--- config.mk ---
export PLATFORM = sky130hd
export DESIGN_NAME = template_peak_check_relabel_unit
export DESIGN_NICKNAME = d
export VERILOG_FILES = /design/src/hw/rtl/tpcr_pkg.sv /design/src/hw/rtl/tpcr_judge.sv /design/src/hw/rtl/template_peak_check_relabel_unit.sv
export SDC_FILE = /design/constraint.sdc
export NUM_CORES = 1
export LEC_CHECK = 0
export ABC_AREA = 1
export BUFFER_PORTS_ARGS = -buffer_cell sky130_fd_sc_hd__buf_2
export CORE_MARGIN = 2
export CORE_UTILIZATION = 45
export CTS_BUF_LIST = sky130_fd_sc_hd__clkbuf_2 sky130_fd_sc_hd__clkbuf_4 sky130_fd_sc_hd__clkbuf_8
export DETAILED_ROUTE_END_ITERATION = 8
export GPL_TIMING_DRIVEN = 0
export HOLD_SLACK_MARGIN = 0.15
export SYNTH_ARGS = -nofsm -noshare
export SYNTH_HDL_FRONTEND = slang
export SYNTH_SLANG_ARGS = --single-unit
--- constraint.sdc ---
create_clock -name clk -period 7.05 [get_ports clk]
set_input_delay 1.0575 -clock clk [delete_from_list [all_inputs] [get_ports clk]]
set_output_delay 1.0575 -clock clk [all_outputs]
set_load 0.05 [all_outputs]
--- src/hw/rtl/tpcr_pkg.sv ---
package tpcr_pkg;

  localparam int SampleW  = 24;
  localparam int PeakW    = 23;
  localparam int ChanW    = 6;
  localparam int TimeW    = 8;
  localparam int LabelW   = 11;
  localparam int FactorW  = 16;
  localparam int ShiftW   = 8;
  localparam int SamplesW = 9;
  localparam int TolW     = 8;
  localparam int CfgIdxW  = 4;
  localparam int CfgDataW = 16;
  localparam int FracBits = 15;

  localparam logic [LabelW-1:0] MaxClusters = LabelW'(1024);

  localparam logic [CfgIdxW-1:0] RegFactor  = CfgIdxW'(0);
  localparam logic [CfgIdxW-1:0] RegShift   = CfgIdxW'(1);
  localparam logic [CfgIdxW-1:0] RegSamples = CfgIdxW'(2);
  localparam logic [CfgIdxW-1:0] RegTol     = CfgIdxW'(3);

  localparam logic [FactorW-1:0]  FactorReset  = FactorW'(29491);
  localparam logic [ShiftW-1:0]   ShiftReset   = ShiftW'(0);
  localparam logic [SamplesW-1:0] SamplesReset = SamplesW'(64);
  localparam logic [TolW-1:0]     TolReset     = TolW'(15);

  typedef struct packed {
    logic signed [SampleW-1:0] sample_value;
    logic [ChanW-1:0]          channel_index;
    logic [TimeW-1:0]          time_index;
    logic                      last_of_template;
    logic                      first_of_set;
  } in_item_t;

  typedef struct packed {
    logic [LabelW-1:0] old_label;
    logic [LabelW-1:0] new_label;
    logic              kept;
  } out_item_t;

  typedef struct packed {
    logic [PeakW-1:0] central_peak;
    logic [PeakW-1:0] overall_peak;
    logic [TimeW-1:0] overall_peak_time;
    logic             peak_seen;
    logic             first;
  } snap_t;

  typedef struct packed {
    logic [FactorW-1:0]  ratio_factor;
    logic [ShiftW-1:0]   peak_shift;
    logic [SamplesW-1:0] samples_per_template;
    logic [TolW-1:0]     peak_tolerance;
  } cfg_t;

  function automatic logic [LabelW-1:0] advance_label(input logic [LabelW-1:0] v);
    advance_label = (v >= MaxClusters) ? LabelW'(1) : v + LabelW'(1);
  endfunction

endpackage

--- src/hw/rtl/tpcr_judge.sv ---
module tpcr_judge (
  input  tpcr_pkg::snap_t snap,
  input  tpcr_pkg::cfg_t  cfg,
  output logic            keep
);

  localparam int ProdW = tpcr_pkg::PeakW + tpcr_pkg::FactorW;

  logic [tpcr_pkg::SamplesW:0]   t_plus;
  logic signed [11:0]            tmid;
  logic signed [11:0]            pt;
  logic signed [11:0]            d;
  logic [11:0]                   t_dist;
  logic [ProdW-1:0]              lhs;
  logic [ProdW-1:0]              rhs;
  logic                          ratio_ok;
  logic                          time_ok;

  always_comb begin
    t_plus = {1'b0, cfg.samples_per_template} + (tpcr_pkg::SamplesW + 1)'(1);
    tmid   = $signed({3'b000, t_plus[tpcr_pkg::SamplesW:1]}) - 12'sd1
             - 12'(signed'(cfg.peak_shift));
    pt     = snap.peak_seen ? $signed({4'b0000, snap.overall_peak_time}) : tmid;
    d      = pt - tmid;
    t_dist = d[11] ? 12'(-d) : 12'(d);
    time_ok = t_dist <= {4'b0000, cfg.peak_tolerance};
    lhs    = ProdW'({snap.central_peak, {tpcr_pkg::FracBits{1'b0}}});
    rhs    = ProdW'(snap.overall_peak) * ProdW'(cfg.ratio_factor);
    ratio_ok = lhs >= rhs;
    keep   = ratio_ok && time_ok;
  end

endmodule

--- src/hw/rtl/template_peak_check_relabel_unit.sv ---
// The result of the transaction carrying last_of_template passes through the
// decision register and then the output register before out_valid rises.
// Throughput: one sample per cycle; the input stalls only while the decision
// register is full and the output register is held by a stalled receiver.
// Reset (synchronous, active low) empties the pipeline, clears the peak
// trackers and label counters and restores the configuration defaults.
module template_peak_check_relabel_unit (
  input  logic                              clk,
  input  logic                              rst_n,
  input  logic                              cfg_we,
  input  logic [tpcr_pkg::CfgIdxW-1:0]      cfg_index,
  input  logic [tpcr_pkg::CfgDataW-1:0]     cfg_data,
  input  logic                              in_valid,
  output logic                              in_stall,
  input  tpcr_pkg::in_item_t                in_data,
  output logic                              out_valid,
  input  logic                              out_stall,
  output tpcr_pkg::out_item_t               out_data
);

  tpcr_pkg::cfg_t    cfg_r;
  tpcr_pkg::snap_t   trk_r, trk_nxt;
  logic              first_pend_r, first_pend_nxt;
  tpcr_pkg::snap_t   snap_r;
  logic              snap_valid_r, snap_valid_nxt;
  logic              out_valid_r, out_valid_nxt;
  tpcr_pkg::out_item_t out_r;
  logic [tpcr_pkg::LabelW-1:0] tcount_r, tcount_nxt;
  logic [tpcr_pkg::LabelW-1:0] nlabel_r, nlabel_nxt;
  logic [tpcr_pkg::LabelW-1:0] tc_base, nl_base;
  logic              in_acc, snap_move, keep;
  tpcr_pkg::snap_t   base;
  logic [tpcr_pkg::PeakW-1:0] raw;
  logic              positive;
  tpcr_pkg::snap_t   upd;

  tpcr_judge u_judge (
    .snap (snap_r),
    .cfg  (cfg_r),
    .keep (keep)
  );

  assign snap_move = snap_valid_r && (!out_valid_r || !out_stall);
  assign in_stall  = snap_valid_r && out_valid_r && out_stall;
  assign in_acc    = in_valid && !in_stall;
  assign out_valid = out_valid_r;
  assign out_data  = out_r;

  always_comb begin
    base = trk_r;
    if (in_data.first_of_set) begin
      base = '0;
    end
    raw      = in_data.sample_value[tpcr_pkg::PeakW-1:0];
    positive = !in_data.sample_value[tpcr_pkg::SampleW-1] && (raw != '0);
    upd = base;
    if (positive) begin
      if (in_data.channel_index == '0 && raw > base.central_peak) begin
        upd.central_peak = raw;
      end
      if (raw > base.overall_peak) begin
        upd.overall_peak      = raw;
        upd.overall_peak_time = in_data.time_index;
        upd.peak_seen         = 1'b1;
      end
    end
    upd.first = first_pend_r || in_data.first_of_set;

    trk_nxt        = trk_r;
    first_pend_nxt = first_pend_r;
    snap_valid_nxt = snap_valid_r && !snap_move;
    if (in_acc) begin
      if (in_data.last_of_template) begin
        trk_nxt        = '0;
        first_pend_nxt = 1'b0;
        snap_valid_nxt = 1'b1;
      end else begin
        trk_nxt        = upd;
        first_pend_nxt = upd.first;
      end
    end
  end

  always_comb begin
    tc_base = snap_r.first ? '0 : tcount_r;
    nl_base = snap_r.first ? tpcr_pkg::LabelW'(1) : nlabel_r;
    tcount_nxt    = tcount_r;
    nlabel_nxt    = nlabel_r;
    out_valid_nxt = out_valid_r && out_stall;
    if (snap_move) begin
      tcount_nxt    = tpcr_pkg::advance_label(tc_base);
      nlabel_nxt    = keep ? tpcr_pkg::advance_label(nl_base) : nl_base;
      out_valid_nxt = 1'b1;
    end
  end

  always_ff @(posedge clk) begin
    if (!rst_n) begin
      cfg_r.ratio_factor         <= tpcr_pkg::FactorReset;
      cfg_r.peak_shift           <= tpcr_pkg::ShiftReset;
      cfg_r.samples_per_template <= tpcr_pkg::SamplesReset;
      cfg_r.peak_tolerance       <= tpcr_pkg::TolReset;
    end else if (cfg_we) begin
      case (cfg_index)
        tpcr_pkg::RegFactor:  cfg_r.ratio_factor <= cfg_data;
        tpcr_pkg::RegShift:   cfg_r.peak_shift <= cfg_data[tpcr_pkg::ShiftW-1:0];
        tpcr_pkg::RegSamples: cfg_r.samples_per_template <= cfg_data[tpcr_pkg::SamplesW-1:0];
        tpcr_pkg::RegTol:     cfg_r.peak_tolerance <= cfg_data[tpcr_pkg::TolW-1:0];
        default: ;
      endcase
    end
  end

  always_ff @(posedge clk) begin
    if (!rst_n) begin
      trk_r        <= '0;
      first_pend_r <= 1'b0;
      snap_valid_r <= 1'b0;
      out_valid_r  <= 1'b0;
      tcount_r     <= '0;
      nlabel_r     <= tpcr_pkg::LabelW'(1);
    end else begin
      trk_r        <= trk_nxt;
      first_pend_r <= first_pend_nxt;
      snap_valid_r <= snap_valid_nxt;
      out_valid_r  <= out_valid_nxt;
      tcount_r     <= tcount_nxt;
      nlabel_r     <= nlabel_nxt;
    end
  end

  always_ff @(posedge clk) begin
    if (in_acc && in_data.last_of_template) begin
      snap_r <= upd;
    end
    if (snap_move) begin
      out_r.old_label <= tpcr_pkg::advance_label(tc_base);
      out_r.new_label <= keep ? nl_base : '0;
      out_r.kept      <= keep;
    end
  end

endmodule

* Word level (Yosys, flattened, before mapping)
Cells that the tools add are included.
** Storage, ports and cells
- Register bits :: 201
- Input port bits :: 65
- Output and inout port bits :: 25
- Logic and storage cells :: 79
** Operators by class
- Add/subtract/negate cells :: 7
- Multipliers :: 1
- Order comparisons :: 6
- Equal/unequal tests :: 3
- Mux-type cells :: 16
- Reduce and logical (&&, ||, !) cells :: 24
** Operators by type and width (number)
- $mux 56 :: 2
- $mux 11 :: 5
- $mux 55 :: 1
- $gt 23x23->1 :: 2
- $ge 38x39->1 :: 1
- $mul 23x16->39 :: 1
- $mux 32 :: 1
- $mux 12 :: 2
- $mux 23 :: 1
- $reduce_bool 23->1 :: 1
- $add 11x1->11 const B :: 2
- $ge 11x11->1 const B :: 2
- $le 12x8->1 :: 1
- $neg 12->12 :: 1
- $sub 12x12->12 :: 1
- $sub 10x8->11 :: 1
- $add 9x1->10 const B :: 1
- $logic_and 1x1->1 :: 10
- $sub 9x1->10 const B :: 1
- $eq 4x2->1 const B :: 2
- $reduce_and 2->1 :: 4
- $logic_not 6->1 :: 1
- $logic_not 1->1 :: 5
- $eq 4x1->1 const B :: 1
- 3 further kinds :: 7

* Logic depth before layout (Yosys ltp)
Gate-level depths: netlist of run 1.
- Depth in word-level cells :: 10
- Depth in mapped cells :: 48
- Mapped depth without buffers :: 45

* Modules after synthesis
From an unflattened synthesis of run 1, not the netlist that was laid out.
** Unflattened totals
- Cells, all modules :: 3241
- Area total of the unflattened synthesis :: 24611.1 um^2
** Modules (own cells, without submodules)
- tpcr_judge :: times used 1, cells an instance 2015, area an instance 14626.5 um^2, seq. area each 0.0 um^2
- template_peak_check_relabel_unit :: times used 1, cells an instance 1226, area an instance 9984.6 um^2, seq. area each 4794.6 um^2

* Worst setup path before layout of run 1
Ideal clock, no wire load.
- Path kind :: register to register
- Start point :: register snap_r[20] (netlist bit)
- End point :: register out_r (netlist bit out_data[6]), data pin
- Setup time :: 151 ps
- Data arrival time :: 7258 ps
- Required time :: 6899 ps
- Setup slack :: -359 ps
- Cell stages (with the launch flop) :: 42
- Path buffers :: 4
- Period minus slack after synthesis :: 7409 ps
- Path through :: edfxtp_1 -> clkbuf_1 -> clkbuf_1 -> nand2_1 -> fa_1 -> fa_1 -> inv_1 -> fa_1 -> inv_1 -> fa_1 -> inv_1 -> fa_1 -> fa_1 -> ha_1 -> nand2_1 -> nor2_1 -> nand2_1 -> nand3_1 -> (+6 left out) -> nand3_1 -> nor2_1 -> nand3_1 -> nor2_1 -> nand2_1 -> nor2_1 -> nand2_1 -> nand2_1 -> nand2_1 -> nand2_1 -> nand2_1 -> nand2_1 -> nand2_1 -> nand2_2 -> nand2_4 -> buf_6 -> buf_6 -> nor3_2
** Between the ends
- Cells in the longest elaborated chain, start to end :: 3
** Ends and longest elaborated chain
- start: declaration :: line template_peak_check_relabel_unit.sv:24 : tpcr_pkg::snap_t snap_r;
- start signal: assignment :: line template_peak_check_relabel_unit.sv:134 : snap_r <= upd;
- $mul 23x16->39 :: line tpcr_judge.sv:28 : rhs = ProdW'(snap.overall_peak) * ProdW'(cfg.ratio_factor);
- $ge 38x39->1 :: line tpcr_judge.sv:29 : ratio_ok = lhs >= rhs;
- $logic_and 1x1->1 :: line tpcr_judge.sv:30 : keep = ratio_ok && time_ok;
- end: declaration :: line template_peak_check_relabel_unit.sv:27 : tpcr_pkg::out_item_t out_r;
Every way passes these cells.
A chain may end at the register's enable or synchronous reset.

* Final worst setup path of run 1
- Start point :: register snap_r[19] (netlist bit)
- End point :: register nlabel_r[9] (netlist bit)
** Between the ends
- Cells in the longest elaborated chain, start to end :: 4
** Ends and longest elaborated chain
- $mul 23x16->39 :: line tpcr_judge.sv:28
- $ge 38x39->1 :: line tpcr_judge.sv:29
- $logic_and 1x1->1 :: line tpcr_judge.sv:30
- $mux 11 :: line template_peak_check_relabel_unit.sv:92 : nlabel_nxt = keep ? tpcr_pkg::advance_label(nl_base) : nl_base;
- end signal: assignment :: line template_peak_check_relabel_unit.sv:121 : nlabel_r <= tpcr_pkg::LabelW'(1);
- end signal: assignment :: line template_peak_check_relabel_unit.sv:128 : nlabel_r <= nlabel_nxt;
- end: declaration :: line template_peak_check_relabel_unit.sv:29 : logic [tpcr_pkg::LabelW-1:0] nlabel_r, nlabel_nxt;
Every way passes these cells.

==> results of run 1 <==
power breakdown:
group	switching, uW	internal (uW)	leakage, uW
Sequential	26.7	1230	0.00176
Combinational	6570	4790	0.0117
Clock	471	371	0.000230
final cells by class:
cell class,count,area (um^2),area share [%]
clock inverters,15,229,0.851
inverters,625,2350,8.71
repair buffers,162,1100,4.10
well taps,680,851,3.16
multi-input cells,2157,16600,61.6
clock buffers,17,234,0.869
diodes,2,5.00,0.0186
flip-flops and latches,200,4830,17.9
plain buffers,110,734,2.73
worst max path at each step:
stage | to | cells past startpoint
5_1_grt | nlabel_r[9]$_SDFFE_PN0P_ | 43
3_3_place_gp | out_data[6]$_SDFFCE_PN0P_ | 38
6_report | nlabel_r[9]$_SDFFE_PN0P_ | 42
4_1_cts | out_data[9]$_SDFFCE_PN0P_ | 43
2_1_floorplan | out_data[6]$_SDFFCE_PN0P_ | 41
3_5_place_dp | out_data[7]$_SDFFCE_PN0P_ | 38
routing by layer:
layer / global-route usage, % / vias up
li1: - / 9853
met1: 36.5 / 10021
met2: 46.0 / 742
met3: 4.66 / 156
met4: 10.2 / 2
met5: 0 / -
cells in the mapped netlist (33+ instances only):
master,n
nand2_1,912
ha_1,212
clkbuf_1,118
dfxtp_1,121
o21ai_0,98
a21oi_1,181
inv_1,618
xor2_1,33
nor2_1,148
nand3_1,127
edfxtp_1,79
fa_1,294
worst min-delay path, stage by stage, from the launching register on:
cell,delay (ns)
dfxtp_1,0.32
nand2_1,0.06
a21oi_1,0.05
state kept, by name (all words and copies together) (netlist names):
| register | count |
|---|---|
| cfg_r | 41 |
| nlabel_r | 11 |
| out_data | 23 |
| out_valid | 1 |
| snap_r | 56 |
| snap_valid_r | 1 |
| tcount_r | 11 |
| trk_r | 56 |
cells by family (layout without fill, tap and decap cells):
kind of cell / count (synthesis) / count (layout)
and+or+nand+nor: 1261 / 1261
adders and majority gates: 506 / 506
DFF: 200 / 200
buffers and inverters: 757 / 929
xor gates and xnor gates: 58 / 58
AOI/OAI and AO/OA: 332 / 332
other: 0 / 2
stage by stage:
step / cells / utilization (%)
3_3_place_gp: 3883 / 48.4
2_1_floorplan: 3114 / -
5_1_grt: 3967 / 52.2
4_1_cts: 3950 / 51.2
3_5_place_dp: 3884 / 48.4
6_report: 3968 / 52.2
what timing repair did:
item	in CTS	in global routing
setup endpoints to repair	23	23
setup buffers	52	19
gates cloned	2	1
pin swaps	30	61
gates resized for setup	174	156
hold endpoints to repair	0	0
==> run_results.csv, run 1 <==
group,metric,value,unit
synth,async_reset_ff_share,0,%
floorplan,dieArea,54300,um^2
route,top_layer,"met5",
route,via_per_inst,5.24,
run,cap_violations,0,
timing,holdWs,0.471,ns
critical_path,worstSetupEndpointType,"register",
critical_path,crit_path_frequent_cell,"nand2_1",
timing,hold_viol_final,0,
worst_hold_path,min_path_cells,2,
route,num_vias,20774,
floorplan,io_pins,90,
placement,io_buffer_count,89,
clock_tree,numCtsBuffers,17,
clock_tree,hold_buffers,0,
outcome,violations,"negative setup slack",
route,met3_length,5530,um
floorplan,die_w,233,um
clock_tree,root_buffer,"clkbuf_8",
timing,finClkSkew,0.0238,ns
synth,synth_fa_ha_area_share,36.1,%
global_route,grt_pass1_vias,21049,
final_layout,design_area,26900,um^2
worst_hold_path,holdCritStartpoint,"trk_r[25]$_SDFFE_PN0P_",
timing,worst_pin_slew,0.843,ns
synth,synth_warnings,0,
route,drcViolationCount,0,
critical_path,r2r_end,"nlabel_r[9]$_SDFFE_PN0P_",
synth,synthMuxAreaShare,0,%
clock_tree,cts_buffer_depth,2,
timing,period_needed,7.78,ns
critical_path,crit_start,"snap_r[19]$_DFFE_PP_",
critical_path,r2r_start,"snap_r[19]$_DFFE_PP_",
power_and_ir_drop,finalPower,13500,uW
route,wl,72900,um
timing,drv_slew,0,
global_route,antenna_found_initial,3,
placement,place_ws,-1.92,ns
critical_path,worstRegToRegCells,42,
power_and_ir_drop,leakage,0.0137,uW
synth,synth_edf_count,79,
floorplan,initial_utilization,45.8,%
synth,synth_compound_gate_area_share,7.61,%
outcome,status,"complete, but fails checks",
timing,rsz0062_at_grt,"yes",
clock_tree,cts_max_level,4,
global_route,track_usage,27.8,%
critical_path,critPathSlowestCell,"edfxtp_1",
synth,yosys_register_bits,200,
critical_path,arrival,8.18,ns
synth,seq_area_frac_synth,20.3,%
synth,yosys.area.top_type,"fa_1",
route,met2_length,33700,um
synth,synth_top_area_share,24.9,%
critical_path,r2r_slack,-0.73,ns
global_route,grt_overflow,0,
floorplan,rows,83,
clock_tree,clk_pin_slew,0.11,ns
final_layout,final_cell_mix,"nand2_1 (887), inv_1 (606), fa_1 (285), ha_1 (198), a21oi_1 (164)",
synth,synth_area,23600,um^2
timing,final.period_utilization,110,%
timing,setup_viol,23,
global_route,grt_pass1_wl,115000,um
synth,syn_avg_cell_area,7.59,um^2
critical_path,critPathLaunchType,"register",
synth,synth_nets,3685,
timing,clock.fmax,129,MHz
floorplan,core,51600,um^2
final_layout,final_nets,3844,
placement,gp_congestion,0.955,
worst_hold_path,hold_path_class,"reg2reg",
power_and_ir_drop,peakVddDrop,684,uV
route,routedWlPerCell,18.4,um
power_and_ir_drop,power.density,500,nW/um^2
route,dr.first_iter.drc_count,1671,
synth,synth_top_family_by_area,"adder cells",
placement,post_dp_cell_area,25000,um^2
critical_path,path_delay_family,"adder cells",
global_route,grt_max_degree,39,
clock_tree,clk_latency,0.53,ns
final_layout,area_delta_synth_final,13.9,%
worst_hold_path,holdPathEnd,"trk_r[25]$_SDFFE_PN0P_",
synth,synth_ff_type,"dfxtp_1",
route,met1_length,30900,um
timing,tns,-14.83,ns
critical_path,cp.required,7.44,ns
synth,synth-simple-area-share,21.7,%
critical_path,cp_max_fo,6,
timing,setup_ws,-0.732,ns
synth,synth-xor-area-share,2.18,%
route,drtPass1Iterations,6,
route,ant_nets,0,
critical_path,critPathKind,"reg2reg",
clock_tree,clock-sinks,200,
synth,synth_cells,3114,
final_layout,nFillCells,4962,
synth,ys_types,53,
placement,dp_hpwl,57900,um
synth,synth_area_leaders,"fa_1 (25%), nand2_1 (14%), ha_1 (11%)",
floorplan,die_y,233,um
final_layout,drive_gt1_share,12.6,%
timing,slew_headroom,43.6,%
critical_path,critical-path-max-stage-delay,0.58,ns
critical_path,cp.buffers_inverters,6,
final_layout,layout_commonest_cell,"nand2_1",
clock_tree,cts_tree,"done",
(Power assumes the default switching activity.)
==> inputs of run 2 (changes only) <==
--- a/config.mk
+++ b/config.mk
@@ -13,6 +13,7 @@
 export DETAILED_ROUTE_END_ITERATION = 8
 export GPL_TIMING_DRIVEN = 0
 export HOLD_SLACK_MARGIN = 0.15
+export PLACE_DENSITY_LB_ADDON = 0.15
 export SYNTH_ARGS = -nofsm -noshare
 export SYNTH_HDL_FRONTEND = slang
 export SYNTH_SLANG_ARGS = --single-unit
==> run 2 against run 1 <==
The run still ends with negative setup slack left; count of clock-buffer cells in the layout up 3; flip-flop and latch count unchanged; hold slack worse by 0.0065 ns; via count up 0.86%; clock skew up 0.0014 ns.
==> run_results.csv, run 2 (synthesis gave the netlist of run 1 again) <==
group,metric,value,unit
placement,dp_hpwl,57100,um
floorplan,die_w,233,um
global_route,antenna_found_initial,3,
final_layout,drive_gt1_share,12.2,%
clock_tree,root_buffer,"clkbuf_8",
timing,finClkSkew,0.0253,ns
floorplan,rows,83,
critical_path,worstRegToRegCells,45,
power_and_ir_drop,finalPower,13200,uW
floorplan,core,51600,um^2
timing,clock.fmax,128,MHz
global_route,use_met3,3.71,%
global_route,grt_max_degree,38,
route,wl,72300,um
clock_tree,clk_pin_slew,0.11,ns
timing,hold_viol_final,0,
final_layout,final_nets,3845,
clock_tree,numCtsBuffers,17,
critical_path,r2r_slack,-0.79,ns
power_and_ir_drop,power.density,494,nW/um^2
final_layout,largestRegisters,"snap_r (56), trk_r (56), cfg_r (41)",
critical_path,critPathLaunchType,"register",
worst_hold_path,hold_path_class,"reg2reg",
timing,drv_slew,0,
timing,setup_viol,23,
floorplan,io_pins,90,
clock_tree,cts_tree,"done",
route,drtPass1Iterations,6,
outcome,status,"complete, but fails checks",
global_route,grt_pass1_vias,21314,
route,drcViolationCount,0,
critical_path,crit_path_frequent_cell,"nand2_2",
floorplan,die_y,233,um
final_layout,area_delta_synth_final,13.0,%
critical_path,arrival,8.30,ns
timing,setup_ws,-0.790,ns
placement,io_buffer_count,89,
critical_path,r2r_end,"nlabel_r[3]$_SDFFE_PN0P_",
global_route,grt_use_met2,45.2,%
timing,period_needed,7.84,ns
critical_path,cp_max_fo,5,
clock_tree,clock-sinks,200,
timing,slew_headroom,42.7,%
timing,final.period_utilization,111,%
clock_tree,cts_max_level,4,
final_layout,layout_commonest_cell,"nand2_1",
route,routedWlPerCell,18.2,um
route,via_per_inst,5.28,
power_and_ir_drop,peakVddDrop,684,uV
placement,place_ws,-1.97,ns
global_route,gr-usage-met1,36.1,%
floorplan,dieArea,54300,um^2
route,dr.first_iter.drc_count,1679,
route,num_vias,20952,
critical_path,r2r_start,"snap_r[17]$_DFFE_PP_",
floorplan,initial_utilization,45.8,%
critical_path,worstSetupEndpointType,"register",
critical_path,critPathSlowestCell,"edfxtp_1",
global_route,track_usage,27.7,%
clock_tree,clk_latency,0.53,ns
global_route,grt_overflow,0,
power_and_ir_drop,leakage,0.0136,uW
global_route,grt_pass1_wl,115000,um
timing,worst_pin_slew,0.857,ns
placement,gp_congestion,0.992,
critical_path,critPathKind,"reg2reg",
critical_path,cp.required,7.51,ns
clock_tree,cts_buffer_depth,2,
global_route,grt-busiest-layer,"met2",
critical_path,endpoint,"nlabel_r[3]$_SDFFE_PN0P_",
critical_path,crit_start,"snap_r[17]$_DFFE_PP_",
timing,rsz0062_at_grt,"yes",
outcome,violations,"negative setup slack",
final_layout,final_cell_mix,"nand2_1 (889), inv_1 (603), fa_1 (282), ha_1 (201), a21oi_1 (168)",
route,ant_nets,0,
run,cap_violations,0,
critical_path,critical-path-max-stage-delay,0.57,ns
-- run 2: routing by layer --
metal / part of all wire, % / up-vias
li1: - / 9869
met1: 42 / 10138
met2: 46 / 758
met3: 6.6 / 185
met4: 5.3 / 2
met5: 0.0097 / -
-- run 2: report_power, final --
group / internal, uW / switching [uW]
combinational: 4780 / 6440
sequential: 1230 / 26.6
clock: 268 / 449
total: 6290 / 6910
-- run 2: how the worst min path moves through the flow --
stage / start / cells after the start / endpoint
final: cfg_r[17]$_SDFFE_PN0P_ / 2 / cfg_r[17]$_SDFFE_PN0P_
after global routing: trk_r[22]$_SDFFE_PN0P_ / 2 / trk_r[22]$_SDFFE_PN0P_
after CTS: cfg_r[17]$_SDFFE_PN0P_ / 2 / cfg_r[17]$_SDFFE_PN0P_
after detailed placement: cfg_r[17]$_SDFFE_PN0P_ / 2 / cfg_r[17]$_SDFFE_PN0P_
after global placement: cfg_r[17]$_SDFFE_PN0P_ / 2 / cfg_r[17]$_SDFFE_PN0P_
after floorplan: cfg_r[17]$_SDFFE_PN0P_ / 2 / cfg_r[17]$_SDFFE_PN0P_
-- run 2: final cells by class --
class | count | area (um^2)
timing repair buffer | 162 | 1100
clock buffer | 20 | 256
buffer | 111 | 718
fill | 5032 | 24900
sequential | 200 | 4810
clock inverter | 12 | 109
inverter | 625 | 2350
tap | 680 | 851
multi-input combinational | 2157 | 16500
antenna | 2 | 5.00
-- run 2: timing repair --
item,in CTS,in global routing
hold buffers,0,0
pin swaps,26,18
resized for setup,198,55
buffers inserted,62,8
gates cloned,2,0
endpoints found under the setup margin,23,23
hold endpoints to repair,0,0
-- run 2: per-stage QoR --
stage	cell area [um^2]	instances	util, %	TNS [ns]	hold WS (ns)
floorplan	23700	3114	-	0	0.428
global placement	25000	3883	48.4	-42.41	0.443
detailed placement	25000	3884	48.4	-42.50	0.449
CTS	26500	3960	51.3	-15.98	0.466
global route	26700	3968	51.7	-22.77	0.496
finish	26700	3969	51.7	-16.51	0.464
-- run 2: worst max-delay path, delay by kind of cell, from the launching register on --
family                     cells  cell delay, ns
AOI/OAI and AO/OA              4            0.57
xor gates and xnor gates       1            0.09
adders and majority gates      8            3.68
buffers and inverters         10            0.90
DFF                            1            0.57
and+or+nand+nor               22            1.98
